--- src/design/vrd_pkg.sv ---
// ----------------------------------------------------------------------------
// vrd_pkg
// Shared widths, constants, arctangent table and control types for the
// degree-based cordic vector rotator.
// ----------------------------------------------------------------------------
package vrd_pkg;

    localparam int STAGES_DEF = 20;

    localparam int VEC_W  = 32;
    localparam int ANG_W  = 17;
    localparam int FOLD_W = 18;
    localparam int REM_W  = 14;
    localparam int CW     = 42;
    localparam int ZW     = 34;
    localparam int PROD_W = 65;
    localparam int IDX_W  = 5;
    localparam int GUARD  = 8;
    localparam int PRE_SH = 24;
    localparam int Z_SH   = 17;

    localparam logic signed [32:0] KINV = 33'sd2608131496;
    localparam logic signed [PROD_W-1:0] PRE_RND = PROD_W'(64'sd8388608);
    localparam logic signed [CW-1:0] POST_RND = CW'(64'sd128);

    localparam logic signed [FOLD_W-1:0] FULL_TURN = 18'sd46080;
    localparam logic signed [FOLD_W-1:0] QTR_1     = 18'sd11520;
    localparam logic signed [FOLD_W-1:0] QTR_2     = 18'sd23040;
    localparam logic signed [FOLD_W-1:0] QTR_3     = 18'sd34560;

    localparam logic signed [ZW-VEC_W+GUARD-1+VEC_W-GUARD:0] SAT_MAX = 34'sd2147483647;
    localparam logic signed [ZW-1:0] SAT_MIN = -34'sd2147483648;

    localparam logic [ZW-1:0] ATAN_TAB [32] = '{
        34'd754974720, 34'd445687602, 34'd235489089, 34'd119537938,
        34'd60000934,  34'd30029717,  34'd15018523,  34'd7509720,
        34'd3754917,   34'd1877466,   34'd938734,    34'd469367,
        34'd234684,    34'd117342,    34'd58671,     34'd29335,
        34'd14668,     34'd7334,      34'd3667,      34'd1833,
        34'd917,       34'd458,       34'd229,       34'd115,
        34'd57,        34'd29,        34'd14,        34'd7,
        34'd4,         34'd2,         34'd1,         34'd0
    };

    typedef enum logic [1:0] {
        QUAD_0 = 2'd0,
        QUAD_1 = 2'd1,
        QUAD_2 = 2'd2,
        QUAD_3 = 2'd3
    } t_quad;

    typedef struct packed {
        logic  valid;
        t_quad quad;
    } t_ctl;

endpackage

--- src/design/vrd_prep.sv ---
// ----------------------------------------------------------------------------
// vrd_prep
// Folds the angle into a quarter turn plus residual and prescales the vector
// by the inverse cordic gain, over two register stages.
// ----------------------------------------------------------------------------
module vrd_prep (
    input  logic                                i_clk,
    input  logic                                i_rst_n,
    input  logic                                i_valid,
    input  logic signed [vrd_pkg::VEC_W-1:0]    i_vec_x,
    input  logic signed [vrd_pkg::VEC_W-1:0]    i_vec_y,
    input  logic signed [vrd_pkg::ANG_W-1:0]    i_angle_deg,
    output vrd_pkg::t_ctl                       o_ctl,
    output logic signed [vrd_pkg::CW-1:0]       o_x,
    output logic signed [vrd_pkg::CW-1:0]       o_y,
    output logic signed [vrd_pkg::ZW-1:0]       o_z
);

    logic signed [vrd_pkg::FOLD_W-1:0] a_ext;
    logic signed [vrd_pkg::FOLD_W-1:0] m_pre;
    logic signed [vrd_pkg::FOLD_W-1:0] m_fold;
    logic signed [vrd_pkg::FOLD_W-1:0] m_rem;
    vrd_pkg::t_quad                    n_quad;
    logic signed [vrd_pkg::PROD_W-1:0] n_px;
    logic signed [vrd_pkg::PROD_W-1:0] n_py;
    logic signed [vrd_pkg::PROD_W-1:0] sum_x;
    logic signed [vrd_pkg::PROD_W-1:0] sum_y;

    vrd_pkg::t_ctl                     r_ctl1;
    logic signed [vrd_pkg::PROD_W-1:0] r_px;
    logic signed [vrd_pkg::PROD_W-1:0] r_py;
    logic [vrd_pkg::REM_W-1:0]         r_rem;
    vrd_pkg::t_ctl                     r_ctl2;
    logic signed [vrd_pkg::CW-1:0]     r_x;
    logic signed [vrd_pkg::CW-1:0]     r_y;
    logic signed [vrd_pkg::ZW-1:0]     r_z;

    // angle modulo a full turn, then quarter and residual
    always_comb begin
        a_ext = vrd_pkg::FOLD_W'(i_angle_deg);
        if (a_ext < 0) begin
            m_pre = a_ext + vrd_pkg::FULL_TURN;
        end else if (a_ext >= vrd_pkg::FULL_TURN) begin
            m_pre = a_ext - vrd_pkg::FULL_TURN;
        end else begin
            m_pre = a_ext;
        end
        m_fold = (m_pre < 0) ? (m_pre + vrd_pkg::FULL_TURN) : m_pre;
        priority if (m_fold >= vrd_pkg::QTR_3) begin
            n_quad = vrd_pkg::QUAD_3;
            m_rem  = m_fold - vrd_pkg::QTR_3;
        end else if (m_fold >= vrd_pkg::QTR_2) begin
            n_quad = vrd_pkg::QUAD_2;
            m_rem  = m_fold - vrd_pkg::QTR_2;
        end else if (m_fold >= vrd_pkg::QTR_1) begin
            n_quad = vrd_pkg::QUAD_1;
            m_rem  = m_fold - vrd_pkg::QTR_1;
        end else begin
            n_quad = vrd_pkg::QUAD_0;
            m_rem  = m_fold;
        end
    end

    assign n_px  = i_vec_x * vrd_pkg::KINV;
    assign n_py  = i_vec_y * vrd_pkg::KINV;
    assign sum_x = r_px + vrd_pkg::PRE_RND;
    assign sum_y = r_py + vrd_pkg::PRE_RND;

    always_ff @(posedge i_clk) begin
        if (!i_rst_n) begin
            r_ctl1.valid <= 1'b0;
            r_ctl2.valid <= 1'b0;
        end else begin
            r_ctl1.valid <= i_valid;
            r_ctl2.valid <= r_ctl1.valid;
        end
        r_ctl1.quad <= n_quad;
        r_px        <= n_px;
        r_py        <= n_py;
        r_rem       <= m_rem[vrd_pkg::REM_W-1:0];
        r_ctl2.quad <= r_ctl1.quad;
        r_x         <= vrd_pkg::CW'($signed(sum_x[vrd_pkg::PROD_W-1:vrd_pkg::PRE_SH]));
        r_y         <= vrd_pkg::CW'($signed(sum_y[vrd_pkg::PROD_W-1:vrd_pkg::PRE_SH]));
        r_z         <= vrd_pkg::ZW'({r_rem, {vrd_pkg::Z_SH{1'b0}}});
    end

    assign o_ctl = r_ctl2;
    assign o_x   = r_x;
    assign o_y   = r_y;
    assign o_z   = r_z;

endmodule

--- config.mk ---
export PLATFORM = sky130hd
export DESIGN_NAME = vrd_prep
export DESIGN_NICKNAME = d
export VERILOG_FILES = /design/src/design/vrd_pkg.sv /design/src/design/vrd_prep.sv
export SDC_FILE = /design/constraint.sdc
export NUM_CORES = 2
export LEC_CHECK = 0
export CORE_MARGIN = 2
export CORE_UTILIZATION = 40
export CTS_CLUSTER_DIAMETER = 200
export DETAILED_ROUTE_END_ITERATION = 10
export DONT_BUFFER_PORTS = 1
export SLEW_MARGIN = 20
export SYNTH_ARGS = -nofsm -noshare
export SYNTH_HDL_FRONTEND = slang
export SYNTH_SLANG_ARGS = --single-unit
--- constraint.sdc ---
create_clock -name i_clk -period 9 [get_ports i_clk]
set_input_delay 1.35 -clock i_clk [delete_from_list [all_inputs] [get_ports i_clk]]
set_output_delay 1.35 -clock i_clk [all_outputs]
set_load 0.01 [all_outputs]
## Yosys cells after proc, flatten, opt, wreduce, memory -nomap -nowiden

Index checks and enable logic that the tools add are counted.

| cells by class | value |
|---|---|
| $add $sub $neg | 8 |
| multipliers | 2 |
| $lt $le $gt $ge | 6 |
| muxes and demuxes | 8 |
| reduce and logical (&&, ||, !) cells | 1 |

Operators with widths:

| kind | count |
|---|---|
| 65-bit by 25-bit adder with 65-bit output, second input constant | 2 |
| 32-bit by 30-bit multiplier with 62-bit output, second input constant | 2 |
| 18-bit two-way mux | 3 |
| 14-bit two-way mux | 3 |
| 14-bit subtractor, second input constant | 2 |
| 17-bit by 17-bit adder with 18-bit output, second input constant | 1 |
| 18-bit by 17-bit adder with 18-bit output, second input constant | 1 |
| 18-bit by 15-bit >= comparator with 1-bit output, second input constant | 1 |
| 18-bit by 16-bit >= comparator with 1-bit output, second input constant | 1 |
| 18-bit by 17-bit >= comparator with 1-bit output, second input constant | 1 |
| 18-bit by 1-bit less-than comparator with 1-bit output, second input constant | 1 |
| 17-bit by 17-bit subtractor with 18-bit output, second input constant | 1 |
| 17-bit >= comparator, second input constant | 1 |
| 17-bit by 1-bit less-than comparator with 1-bit output, second input constant | 1 |
| 14-bit by 12-bit subtractor with 14-bit output, second input constant | 1 |
| 1-bit two-way mux | 2 |
| 2-bit OR reduction | 1 |

| word-level totals | value |
|---|---|
| flip-flop bits (word level) | 240 |
| input bits | 84 |
| output and inout port bits | 121 |
| word-level logic and storage cells | 36 |

## Depth between registers and ports, before layout

| logic depth | value |
|---|---|
| depth after elaboration | 9 |
| mapped depth | 29 |
| mapped depth without buffers | 28 |

## Worst setup path before layout

Ideal clock, no wire load.

| timing path | value |
|---|---|
| path kind | input to register |
| start point | input port i_vec_y[10] (netlist bit) |
| end point | register r_py[59] (netlist bit) |
| library setup time | 0.124 ns |
| data arrival time | 7.795 ns |
| required time | 8.876 ns |
| setup slack | 1.081 ns |
| stages on the path | 25 |
| buffers on the path | 1 |
| path through | ha_1 clkbuf_1 xor2_1 ha_1 a21oi_1 fa_1 inv_1 fa_1 fa_1 fa_1 fa_1 inv_1 fa_1 inv_1 ha_1 a21o_1 a21o_1 a21o_1 a221oi_1 o31ai_1 o31ai_1 a31oi_1 a21oi_1 mux2i_1 nand3_1 |

| between the ends | value |
|---|---|
| longest elaborated chain between the ends | 1 |

RTL lines:

| what | RTL line | RTL |
|---|---|---|
| start: declaration | vrd_prep.sv:11 | `input logic signed [vrd_pkg::VEC_W-1:0] i_vec_y,` |
| 32-bit by 30-bit multiplier with 62-bit output | vrd_prep.sv:65 | `assign n_py = i_vec_y * vrd_pkg::KINV;` |
| net n_py, one bit | vrd_prep.sv:25 | `logic signed [vrd_pkg::PROD_W-1:0] n_py;` |
| end signal: assignment | vrd_prep.sv:79 | `r_py <= n_py;` |
| end: declaration | vrd_prep.sv:31 | `logic signed [vrd_pkg::PROD_W-1:0] r_py;` |

The timed path passes the listed nets, and every way through them passes these cells.
A chain may end at the register's enable or synchronous reset.

## Final worst setup path

| timing path | value |
|---|---|
| start point | input port i_vec_x[10] (netlist bit) |
| end point | register r_px[57] (netlist bit) |

| between the ends | value |
|---|---|
| longest elaborated chain between the ends | 1 |

RTL lines:

| what | RTL line | RTL |
|---|---|---|
| start: declaration | vrd_prep.sv:10 | `input logic signed [vrd_pkg::VEC_W-1:0] i_vec_x,` |
| 32-bit by 30-bit multiplier with 62-bit output | vrd_prep.sv:64 | `assign n_px = i_vec_x * vrd_pkg::KINV;` |
| net n_px, one bit | vrd_prep.sv:24 | `logic signed [vrd_pkg::PROD_W-1:0] n_px;` |
| end signal: assignment | vrd_prep.sv:78 | `r_px <= n_px;` |
| end: declaration | vrd_prep.sv:30 | `logic signed [vrd_pkg::PROD_W-1:0] r_px;` |

The timed path passes the listed nets, and every way through them passes these cells.

==> flow_summary.yaml <==
route:
  viasPerCell: 4.98
  drt_wl_total_um: 121000
  antenna_left: 0
  num_vias: 28900
  drc: 0
  wl_per_cell_um: 20.8
  drt-initial-drc-count: 1853
  first_pass_iters: 5
sta:
  post-route-period-util_pct: 92.7
  setup_viol: 0
  min_period_ps: 8350
  slew_headroom_pct: 42.2
  clock_skew_ps: 18.6
  hold_viol_final: 0
  rsz0062_at_grt: "no"
  worst-slew-pin-transition_ps: 861
  timing.fmax_ghz: 0.120
  drv_slew: 0
  finalSetupTns_ps: 0
die:
  dieArea_sq_um: 112000
  core.rowCount: 121
  die-width_um: 335
  coreArea_sq_um: 109000
  die_y_um: 335
  pin_count: 205
  initial_core_util_pct: 40.3
clock_tree:
  clkLatencyLatePin_ps: 500
  cts_tree: "built"
  htreeDepth: 4
  cts_resized: 0
  cts_root_buffer: "clkbuf_16"
  post_cts_buffers: 0
  clock-sinks: 200
  clockBufferDepth: 2
  clk_pin_slew_ps: 80
  cts_made_buffers: 17
  cts_hold_buf: 0
synth:
  synth.distinct_cells: 87
  synth_common_cells: "inv_1 (1273), fa_1 (843), ha_1 (740), dfxtp_1 (200), xor2_1 (187)"
  syn-cell-area_sq_um: 43800
  synth-main-ff-cell: "dfxtp_1"
  synth-seq-cells: 200
  yosysSeqAreaShare_pct: 9.15
  async_reset_ff_share_pct: 0
  synth.most_common_cell: "inv_1"
  yosys_warnings: 0
  synth_area_leader_cell: "fa_1"
  syn_inst: 4366
  synth_edf_count: 0
  yosys-top-cells-area: "fa_1 (39%), ha_1 (21%), inv_1 (11%), dfxtp_1 (9.1%), xor2_1 (3.7%)"
  synth_top_area_share_pct: 38.6
  postSynthAreaPerCell_sq_um: 10.0
cells_and_area:
  n_antenna_cell: 0
  syn2layout_area_growth_pct: 5.39
  fin_nets: 6043
  drive_gt1_share_pct: 2.03
setup_path:
  startpoint: "i_vec_x[10]"
  crit_fanout: 10
  r2r-start: "r_py[25]$_DFF_P_"
  cp.required_ps: 9390
  cpPeakStageDelay_ps: 540
  path_class: "in -> reg"
  cp-start-kind: "input port"
  end_kind: "register"
  cp_slowest_cell: "fa_1"
  arrival_ps: 8730
placed_design:
  hpwl_um: 111000
  place_congestion: 0.977
  portBuffers: 0
grt:
  antenna_found_initial: 2
  grt_max_degree: 49
  grt.overflow.total: 0
  grt_pass1_wl_um: 186000
  gr-usage-all-layers_pct: 22.1
  grt_pass1_vias: 30400
run:
  drv_cap: 0
hold_path:
  hold_path_class: "reg -> reg"
  worstHoldStart: "r_rem[7]$_DFF_P_"
status:
  status: "completed"
[layout by cell type (no fill, tap or decap), drive strengths merged, types with 15 or more instances in the layout]
| cell type | count |
|---|---|
| inv | 1280 |
| fa | 843 |
| ha | 740 |
| dfxtp | 200 |
| xor2 | 188 |
| xnor2 | 173 |
| a21oi | 145 |
| a21o | 108 |
| nand2 | 102 |
| nor2 | 84 |
| o21ai | 72 |
| nand3 | 48 |
| nand4 | 34 |
| nor2b | 30 |
| and3 | 27 |
| nor3 | 24 |
| buf | 21 |
| o21bai | 20 |
| conb | 20 |
| and2 | 17 |
| clkbuf | 17 |
| o21a | 15 |
[metal layers]
| metal | wire length (um) | GRT usage, % | vias to the layer above |
|---|---|---|---|
| met5 | 0 | 0 | - |
| met2 | 55600 | 35.1 | 667 |
| li1 | - | - | 13400 |
| met1 | 56100 | 31.7 | 14700 |
| met3 | 6900 | 3.86 | 91 |
| met4 | 2290 | 4.31 | 0 |
[cell type report]
class	instances	area (sq um)
tap	1414	1770
timing repair buffer	21	158
fill	10700	62600
clock buffer	17	425
clock inverter	15	218
inverter	1275	4790
multi-input combinational	2861	34800
sequential	200	4000
[logic make-up after synthesis]
family | after synthesis | share of synthesized area [%]
flops | 200 | 9.15
xor+xnor | 361 | 7.27
simple gates | 416 | 4.87
fa+ha+maj | 1583 | 59.7
mux | 7 | 0.169
other cells | 1 | 0.00857
buf+inv | 1324 | 11.6
compound gates | 474 | 7.26
[stage by stage]
| stage | std cells | setup WS (ps) | hold slack (ps) | util (%) | area (sq um) |
|---|---|---|---|---|---|
| 4_1_cts | 5803 | 714 | 330 | 42.4 | 46100 |
| 2_1_floorplan | 4385 | 1080 | 310 | - | 43800 |
| 5_1_grt | 5803 | 294 | 339 | 42.4 | 46100 |
| 3_5_place_dp | 5771 | 195 | 312 | 41.9 | 45500 |
| 3_3_place_gp | 5771 | 255 | 310 | 41.9 | 45500 |
| 6_report | 5803 | 653 | 329 | 42.4 | 46100 |
[worst max-delay path: cells and delay by family]
kind                     cells  cell delay [ps]
adder cells (fa/ha/maj)      9             3760
AO/OA/AOI/OAI                9             2330
buffers and inverters        7              770
XOR/XNOR                     2              410
AND/OR/NAND/NOR              1               90
[final timing paths]
| path | to | slack (ps) | cells after the start |
|---|---|---|---|
| max | r_px[57]$_DFF_P_ | 650 | 28 |
| min | o_z[24]$_DFF_P_ | 330 | 0 |
| max reg2reg | o_y[40]$_DFF_P_ | 5750 | 10 |
| min reg2reg | o_z[24]$_DFF_P_ | 330 | 0 |
[sequential cells by signal (all words and copies together) (netlist names)]
signal  cells
o_ctl       3
o_x        41
o_y        41
o_z        14
r_ctl1      3
r_px       42
r_py       42
r_rem      14
Power is not shown: default switching activity piles up to over one toggle a cycle in this logic, so the estimate is an artifact.
