### src/design/vrd_pkg.sv
// ----------------------------------------------------------------------------
// vrd_pkg
// Shared widths, constants, arctangent table and control types for the
// degree-based cordic vector rotator.
// ----------------------------------------------------------------------------
package vrd_pkg;

    localparam int STAGES_DEF = 20;

    localparam int VEC_W  = 32;
    localparam int ANG_W  = 17;
    localparam int FOLD_W = 18;
    localparam int REM_W  = 14;
    localparam int CW     = 42;
    localparam int ZW     = 34;
    localparam int PROD_W = 65;
    localparam int IDX_W  = 5;
    localparam int GUARD  = 8;
    localparam int PRE_SH = 24;
    localparam int Z_SH   = 17;

    localparam logic signed [32:0] KINV = 33'sd2608131496;
    localparam logic signed [PROD_W-1:0] PRE_RND = PROD_W'(64'sd8388608);
    localparam logic signed [CW-1:0] POST_RND = CW'(64'sd128);

    localparam logic signed [FOLD_W-1:0] FULL_TURN = 18'sd46080;
    localparam logic signed [FOLD_W-1:0] QTR_1     = 18'sd11520;
    localparam logic signed [FOLD_W-1:0] QTR_2     = 18'sd23040;
    localparam logic signed [FOLD_W-1:0] QTR_3     = 18'sd34560;

    localparam logic signed [ZW-VEC_W+GUARD-1+VEC_W-GUARD:0] SAT_MAX = 34'sd2147483647;
    localparam logic signed [ZW-1:0] SAT_MIN = -34'sd2147483648;

    localparam logic [ZW-1:0] ATAN_TAB [32] = '{
        34'd754974720, 34'd445687602, 34'd235489089, 34'd119537938,
        34'd60000934,  34'd30029717,  34'd15018523,  34'd7509720,
        34'd3754917,   34'd1877466,   34'd938734,    34'd469367,
        34'd234684,    34'd117342,    34'd58671,     34'd29335,
        34'd14668,     34'd7334,      34'd3667,      34'd1833,
        34'd917,       34'd458,       34'd229,       34'd115,
        34'd57,        34'd29,        34'd14,        34'd7,
        34'd4,         34'd2,         34'd1,         34'd0
    };

    typedef enum logic [1:0] {
        QUAD_0 = 2'd0,
        QUAD_1 = 2'd1,
        QUAD_2 = 2'd2,
        QUAD_3 = 2'd3
    } t_quad;

    typedef struct packed {
        logic  valid;
        t_quad quad;
    } t_ctl;

endpackage

### src/design/vrd_cell.sv
// ----------------------------------------------------------------------------
// vrd_cell
// One cordic micro-rotation in rotation mode: shift, add or subtract, and
// angle update, registered towards the next cell.
// ----------------------------------------------------------------------------
module vrd_cell #(
    parameter int STAGE = 0
) (
    input  logic                            i_clk,
    input  logic                            i_rst_n,
    input  vrd_pkg::t_ctl                   i_ctl,
    input  logic signed [vrd_pkg::CW-1:0]   i_x,
    input  logic signed [vrd_pkg::CW-1:0]   i_y,
    input  logic signed [vrd_pkg::ZW-1:0]   i_z,
    output vrd_pkg::t_ctl                   o_ctl,
    output logic signed [vrd_pkg::CW-1:0]   o_x,
    output logic signed [vrd_pkg::CW-1:0]   o_y,
    output logic signed [vrd_pkg::ZW-1:0]   o_z
);

    localparam logic [vrd_pkg::IDX_W-1:0] IDX = vrd_pkg::IDX_W'(STAGE);
    localparam logic signed [vrd_pkg::ZW-1:0] ATAN = $signed(vrd_pkg::ATAN_TAB[IDX]);

    logic signed [vrd_pkg::CW-1:0] dx;
    logic signed [vrd_pkg::CW-1:0] dy;
    logic signed [vrd_pkg::CW-1:0] n_x;
    logic signed [vrd_pkg::CW-1:0] n_y;
    logic signed [vrd_pkg::ZW-1:0] n_z;

    vrd_pkg::t_ctl                 r_ctl;
    logic signed [vrd_pkg::CW-1:0] r_x;
    logic signed [vrd_pkg::CW-1:0] r_y;
    logic signed [vrd_pkg::ZW-1:0] r_z;

    assign dx = i_y >>> IDX;
    assign dy = i_x >>> IDX;

    always_comb begin
        if (!i_z[vrd_pkg::ZW-1]) begin
            n_x = i_x - dx;
            n_y = i_y + dy;
            n_z = i_z - ATAN;
        end else begin
            n_x = i_x + dx;
            n_y = i_y - dy;
            n_z = i_z + ATAN;
        end
    end

    always_ff @(posedge i_clk) begin
        if (!i_rst_n) begin
            r_ctl.valid <= 1'b0;
        end else begin
            r_ctl.valid <= i_ctl.valid;
        end
        r_ctl.quad <= i_ctl.quad;
        r_x        <= n_x;
        r_y        <= n_y;
        r_z        <= n_z;
    end

    assign o_ctl = r_ctl;
    assign o_x   = r_x;
    assign o_y   = r_y;
    assign o_z   = r_z;

endmodule

### config.mk
export PLATFORM = sky130hd
export DESIGN_NAME = vrd_cell
export DESIGN_NICKNAME = d
export VERILOG_FILES = /design/src/design/vrd_pkg.sv /design/src/design/vrd_cell.sv
export SDC_FILE = /design/constraint.sdc
export NUM_CORES = 1
export LEC_CHECK = 0
export ABC_AREA = 0
export BUFFER_PORTS_ARGS = -buffer_cell sky130_fd_sc_hd__clkbuf_2
export CAP_MARGIN = 20
export CELL_PAD_IN_SITES_DETAIL_PLACEMENT = 2
export CELL_PAD_IN_SITES_GLOBAL_PLACEMENT = 2
export CORE_MARGIN = 2
export CORE_UTILIZATION = 32
export DETAILED_ROUTE_END_ITERATION = 8
export PLACE_DENSITY = 0.81
export SLEW_MARGIN = 20
export SYNTH_ARGS = -nofsm -noshare
export SYNTH_HDL_FRONTEND = slang
export SYNTH_SLANG_ARGS = --single-unit
### constraint.sdc
create_clock -name i_clk -period 4 [get_ports i_clk]
set_input_delay 0.8 -clock i_clk [delete_from_list [all_inputs] [get_ports i_clk]]
set_output_delay 0.8 -clock i_clk [all_outputs]
set_load 0.02 [all_outputs]
Word-level counts from Yosys, hierarchy flattened
Cells that the tools add are included.
{ "op_classes": {"n_addsub": 5, "muxes": 3} }
{ "op_table": {"columns": ["cell", "count"], "rows": [
  ["$mux 42", 2],
  ["$sub 42x42->42", 2],
  ["$add 42x42->42", 1],
  ["$add 34x31->34 const B", 1],
  ["$mux 34", 1],
  ["$sub 34x31->34 const B", 1]
]} }
{ "totals": {"elab_cells": 13, "ff_bits": 121, "inputBits": 123} }

Longest topological paths before layout
Gate-level depths: netlist of run 1.
{ "depth": {"ltp_word": 2, "depth_mapped": 13} }

Worst setup path before layout of run 1
No wires, ideal clock.
{ "synth_timing": {"path_type": "input -> register", "start": "input port i_x[0] in the netlist's numbering", "end": "register r_x, in the netlist o_x[34]", "arrival_ns": 3.143, "slack_ns": 0.728, "required_time_ns": 3.871, "n_path_buf": 0, "stages": 11, "cell_sequence": "ha_1 > fa_1 > and2b_2 > o211ai_1 > a2111oi_2 > nor3_2 > o31ai_4 > o31ai_2 > or3_1 > o211ai_1 > xnor2_1"} }
{ "synth_between": {"elab_chain_len": 2, "word_cells_on_any_way": 3, "cone_classes": "2 x add/sub; 1 x mux"} }
{ "synth_rtl": {"columns": ["element", "line_no", "source"], "rows": [
  ["from (decl)", "vrd_cell.sv:12", "input logic signed [vrd_pkg::CW-1:0] i_x,"],
  ["$sub 42x42->42 or $add 42x42->42 (tied branches)", "vrd_cell.sv:40, vrd_cell.sv:44", null],
  ["$mux 42 (*)", "vrd_cell.sv:39", "if (!i_z[vrd_pkg::ZW-1]) begin"],
  ["via n_x, one bit", "vrd_cell.sv:26", "logic signed [vrd_pkg::CW-1:0] n_x;"],
  ["to (signal assigned)", "vrd_cell.sv:57", "r_x <= n_x;"],
  ["to (decl)", "vrd_cell.sv:31", "logic signed [vrd_pkg::CW-1:0] r_x;"]
]} }
Mark *: on every way through the listed nets, which the timed path passes. The rest lies on a longest branch.
A chain may end at the register's enable or synchronous reset.

Final worst setup path of run 1
{ "layout_timing": {"start": "input port i_x[7] in the netlist's numbering", "end": "register r_x, in the netlist o_x[33]"} }
The elaborated chain is that of the path after synthesis.

==> impl_results.md, run 1 <==
- Syn_area_per_cell: 7.756 µm²
- CP max FO: 11
- Top cell type's share of synthesized area: between 20% and 30%
- CTS sink count: 120
- DRC violation count after routing: 0
- Maxcap violations: 0
- CP endpoint kind: flop
- Final Setup Violations: 0
- I/O pins: 244
- Routability-driven placement congestion ratio: 0.9055
- Vias in the first global route: 12.81k
- Crit path DAT: 3.95 ns
- RSZ-0062 raised after global routing: false
- Setup bufs post-CTS: 0
- Worst Path Class, Setup: input pin to flop
- Num CTS Buffers: 17
- Top-count cell post-synth: a21oi_1
- Fraction of layout cells with a size suffix above 1: a little under a quarter
- Minimum clock period: between 3 and 4 ns
- # rows: 66
- Hold Path Origin: i_z[23]
- Non-Filler Instances: 2,138
- Peak Freq: around 0.28 GHz
- Hold Fails Final Rpt: 0
- Per-cell routed wire length: approximately 23 µm
- Slew @ Worst Pin: 1.011 ns
- Die Width: 186.6 µm
- Area leader, netlist: dfxtp_1
- FFs w/ async S/R, synth: 0%
- Commonest register cell after synthesis: dfxtp_1
- Worst hold stages: 1
- Dpl cell area: about 0.013 mm²
- PortBufs: 243
- Core Box Area: between 0.03 and 0.04 mm²
- Vias per inst: 5.505
- Longest Clk Path Bufs: 2
- Power density over the cells: 407.2 mW/mm²
- Synthesized instance count: between 1k and 1.5k
- Deepest level of the CTS H-tree: 4
- Post-DP HPWL: 39,890 µm
- Sequential fraction of the synthesis area: 22.51%
- Worst vdd ir: 0.0003230 V
- Full die area: 0.03483 mm²
- Post-synth EDFFs: 0
- Initial antenna violation count: 0
- #FFs+latches synth: 120
- Final instance area: 0.01357 mm²
- Period utilization: 89.53%
- Global route overflow: 0
- Distinct cells, synth: 80
- Top cells by count, synth: 190 x a21oi_1, 146 x ha_1, 128 x inv_1, 120 x dfxtp_1, 105 x nor2_1
- Gr usage total: 28.07%
- Post-Route WL: 49,470 µm
- Post-CTS sizing: 0
- Clock Tree Root: clkbuf_16
- Req. time, crit path: 4.37 ns
- First-pass GRT wire length: between 70,000 and 80,000 µm
- ANT cells: 0
- Max Transition Viols Final: 0
- DR iter-0 viols: 770
- Area Overhead vs Synth: 27.13%
- Post-CTS Hold Fix Bufs: 0
- Via Count: roughly 12k
- Die height: approximately 190 µm
- Largest net degree at the start of global routing: 89
- WHS Endpoint: o_z[23]
- Post-synthesis cell area: 0.01067 mm²
- DRT Pass-1 Iters: 7
- Main area contributors after synthesis: dfxtp_1 23%, ha_1 17%, a21oi_1 8.9%
- Clock transition at path regs: 0.06 ns
- Leakage: 6.511 nW
- Nets: 1,956
- Synthesized net count: 1,649
- Placed insts: 2,106
- Status: completed
- Worst rel slew slack: 32.60%
- Hold WC Path Type: input pin to flop
- Kind of start point of the critical path: input pin
- Synth warn: 0
- TritonCTS clock tree: yes
- Initial Util: 32.64%
- Post-route ant nets: 0
layout by cell type, fill, tap and decap left out, drive strengths merged, types with 5 or more instances in the layout:
cell,n
and2,7
o21ai,100
o31a,7
nor3,33
xor2,11
inv,133
nor2,105
clkinv,8
ha,146
and3,5
o211ai,12
dfxtp,120
or3,12
a2111oi,6
or2,7
buf,103
clkbuf,261
o21bai,37
a21oi,190
nand2,68
a21o,22
a31oi,12
xnor2,76
mux2i,24
nor2b,10
a21boi,6
nand3,17
nor4,10
nand2b,14
nand4,21
o31ai,19
o21a,12
a211oi,16
worst max path at each step:
stage | from | end | slack [ns] | depth (start not counted)
after CTS | i_x[1] | o_x[33] | 0.43 | 13
after global placement | i_x[24] | o_x[33] | 0.02 | 12
after detailed placement | i_x[1] | o_x[33] | -0.04 | 13
final | i_x[7] | o_x[33] | 0.42 | 13
after global routing | i_x[20] | o_y[41] | 0.11 | 13
after floorplan | i_x[0] | o_x[34] | 0.73 | 11
logic make-up (layout without fill, tap and decap cells):
group	after synthesis	in the layout	synth area share, %
buffers and inverters	192	512	7.409
and+or+nand+nor	323	323	14.65
adders and majority gates	150	150	17.87
muxes	25	25	2.356
xor gates and xnor gates	87	87	7.140
AOI/OAI and AO/OA	479	479	28.07
DFF	120	120	22.51
registers in the layout (all words and copies together) (netlist names):
name	cells
o_ctl	3
o_x	42
o_y	41
o_z	34
worst max-delay path: stages:
cell	delay, ns
clkbuf_2	0.11
inv_1	0.05
ha_1	0.43
nor2_1	0.19
nand2_1	0.13
or4b_4	0.56
a31o_2	0.34
o21ai_2	0.23
a21boi_1	0.10
buf_4	0.17
o31a_1	0.29
mux2i_1	0.36
xnor2_1	0.18
area by class of cell:
class                   count  area, µm²
fillers                  3894      19130
multi-input cells        1064       7480
flip-flops and latches    120       2402
repair buffers            345       1982
well taps                 442      553.0
inverters                 135      506.7
clock buffers              19      452.9
clock inverters            13      191.4
through the flow:
step	power [W]	TNS, ns	worst slack (ns)	hold WS, ns	util [%]
global route	0.005789	0	0.1050	0.4449	41.49
finish	0.005525	0	0.4189	0.4538	41.49
floorplan	0.002844	0	0.7284	0.8277	-
CTS	0.005553	0	0.4263	0.4334	41.49
global placement	0.003707	0	0.01768	0.9025	39.52
detailed placement	0.003773	-0.04306	-0.04306	0.9043	39.52
power by group:
group / switching (W) / total, W / internal [W] / leakage (nW)
clock network: 0.000648 / 0.00173 / 0.00108 / 0.306
registers: 0.0000894 / 0.00153 / 0.00144 / 1.01
logic: 0.00148 / 0.00227 / 0.000791 / 5.19
layer usage:
metal / track usage (%) / up-vias / wire length, µm
met2: 48.33 / 383 / 23750
li1: - / 5449 / -
met3: 4.326 / 101 / 2312
met1: 34.93 / 5837 / 21660
met5: 0 / - / 0
met4: 11.39 / 0 / 1746
(Power assumes the default switching activity.)
==> inputs of run 2 (changes only) <==
CTS_BUF_LIST = sky130_fd_sc_hd__clkbuf_8   (was unset)
==> run 2 against run 1 <==
Compared with the run above: cell area decreased by 1.4%; via count decreased by 1.3%; flip-flop and latch count stayed put; highest routed layer unchanged; wire length is 2.1% lower; non-clock buffer count did not move; count of clock-buffer cells in the layout is the same; critical endpoint is now o_x[39]; critical path type unchanged.
==> impl_results.md, run 2 (synthesis gave the netlist of run 1 again) <==
- Hold WC Path Type: input pin to flop (unchanged)
- Initial antenna violation count: 0 (unchanged)
- Minimum clock period: 3.503 ns (was 3.581 ns)
- Post-route ant nets: 0 (unchanged)
- Longest Clk Path Bufs: 2 (unchanged)
- Hold slack: 0.3930 ns (was 0.4538 ns)
- Core Box Area: 0.03270 mm² (unchanged)
- Global route overflow: 0 (unchanged)
- Status: completed (unchanged)
- Max reg flops: 42 (unchanged)
- Total power draw: 0.005095 W (was 0.005525 W)
- Fraction of layout cells with a size suffix above 1: 23.94% (unchanged)
- Post-CTS Hold Fix Bufs: 0 (unchanged)
- Peak Freq: 0.2854 GHz (was 0.2792 GHz)
- Worst Path Class, Setup: input pin to flop (unchanged)
- Area Overhead vs Synth: 25.33% (was 27.13%)
- Crit path DAT: 3.90 ns (was 3.95 ns)
- Hold Fails Final Rpt: 0 (unchanged)
- Num CTS Buffers: 17 (unchanged)
- DRC violation count after routing: 0 (unchanged)
- Post-Route WL: 48,450 µm (was 49,470 µm)
- Via Count: 11.62k (was 11.77k)
- CP max FO: 9 (was 11)
- First-pass GRT wire length: 74,880 µm (was 76,400 µm)
- Non-Filler Instances: 2,138 (unchanged)
- Post-DP HPWL: 39,890 µm (unchanged)
- Nets: 1,956 (unchanged)
- I/O pins: 244 (unchanged)
- DRT Pass-1 Iters: 5 (was 7)
- Hold Path Origin: i_z[23] (unchanged)
- TritonCTS clock tree: yes (unchanged)
- ANT cells: 0 (unchanged)
- Clock transition at path regs: 0.08 ns (was 0.06 ns)
- Vias per inst: 5.434 (was 5.505)
- Vias in the first global route: 12.66k (was 12.81k)
- Final Setup Violations: 0 (unchanged)
- Clock Tree Root: clkbuf_8 (was clkbuf_16)
- Setup bufs post-CTS: 0 (unchanged)
- Worst vdd ir: 0.0002203 V (was 0.0003230 V)
- Initial Util: 32.64% (unchanged)
- RSZ-0062 raised after global routing: false (unchanged)
- Req. time, crit path: 4.40 ns (was 4.37 ns)
- Largest net degree at the start of global routing: 89 (unchanged)
- Worst rel slew slack: 32.74% (was 32.60%)
- Routability-driven placement congestion ratio: 0.9055 (unchanged)
- DR iter-0 viols: 732 (was 770)
- Gr usage total: 27.50% (was 28.07%)
- Die height: 186.6 µm (unchanged)
- CTS sink count: 120 (unchanged)
- Die Width: 186.6 µm (unchanged)
- Full die area: 0.03483 mm² (unchanged)
- PortBufs: 243 (unchanged)
- # rows: 66 (unchanged)
- Slew @ Worst Pin: 1.009 ns (was 1.011 ns)
- CP endpoint kind: flop (unchanged)
- Post-CTS sizing: 0 (unchanged)
- Period utilization: 87.58% (was 89.53%)
- Maxcap violations: 0 (unchanged)
- Max Transition Viols Final: 0 (unchanged)
- WHS Endpoint: o_z[23] (unchanged)
- Leakage: 6.423 nW (was 6.511 nW)
- Placed insts: 2,106 (unchanged)
- Kind of start point of the critical path: input pin (unchanged)
- Most frequent cells in the layout: 242 x clkbuf_2, 190 x a21oi_1, 146 x ha_1, 128 x inv_1, 120 x dfxtp_1 (unchanged)
- Per-cell routed wire length: 22.66 µm (was 23.14 µm)
- Most common cell after layout, fill and taps aside: clkbuf_2 (unchanged)
- Worst hold stages: 1 (unchanged)
- Deepest level of the CTS H-tree: 4 (unchanged)
- Power density over the cells: 380.9 mW/mm² (was 407.2 mW/mm²)
run 2: metrics by stage:
step / util (%) / worst slack (ns) / area [µm²] / setup TNS (ns)
2_1_floorplan: - / 0.7284 / 10670 / 0
3_3_place_gp: 39.52 / 0.01768 / 12920 / 0
3_5_place_dp: 39.52 / -0.04306 / 12920 / -0.04306
4_1_cts: 40.91 / 0.4957 / 13380 / 0
5_1_grt: 40.91 / 0.2234 / 13380 / 0
6_report: 40.91 / 0.4966 / 13380 / 0
run 2: metal layers:
| metal | vias up | global-route usage, % | share of wire [%] |
|---|---|---|---|
| met5 | - | 0 | 0 |
| met4 | 0 | 9.188 | 2.6 |
| met3 | 61 | 4.119 | 4.7 |
| met2 | 368 | 47.83 | 48 |
| met1 | 5751 | 34.65 | 44 |
| li1 | 5437 | - | - |
run 2: critical path: stages:
cell	delay, ns
clkbuf_2	0.11
inv_1	0.05
ha_1	0.43
nand3_1	0.18
a21oi_1	0.09
or3_1	0.41
a211oi_1	0.68
o21ai_1	0.12
buf_4	0.21
a221o_1	0.31
a211oi_1	0.23
a21oi_1	0.10
xnor2_1	0.18
run 2: how the worst max path moves through the flow:
stage / cells after the start / endpoint / from / slack [ns]
CTS: 13 / o_x[33] / i_x[1] / 0.50
floorplan: 11 / o_x[34] / i_x[0] / 0.73
finish: 13 / o_x[39] / i_x[4] / 0.50
global placement: 12 / o_x[33] / i_x[24] / 0.02
global route: 13 / o_y[41] / i_x[20] / 0.22
detailed placement: 13 / o_x[33] / i_x[1] / -0.04
run 2: layout make-up:
type                            instances  area [µm²]
Sequential cell                       120        2402
Tap cell                              442       553.0
Timing Repair Buffer                  345        1982
Clock inverter                         13       191.4
Fill cell                            3879       19320
Inverter                              135       506.7
Clock buffer                           19       261.5
Multi-Input combinational cell       1064        7480
run 2: power breakdown:
part	switching (W)	internal, W
Sequential	0.0000890	0.00144
Clock	0.000601	0.000716
Combinational	0.00146	0.000790
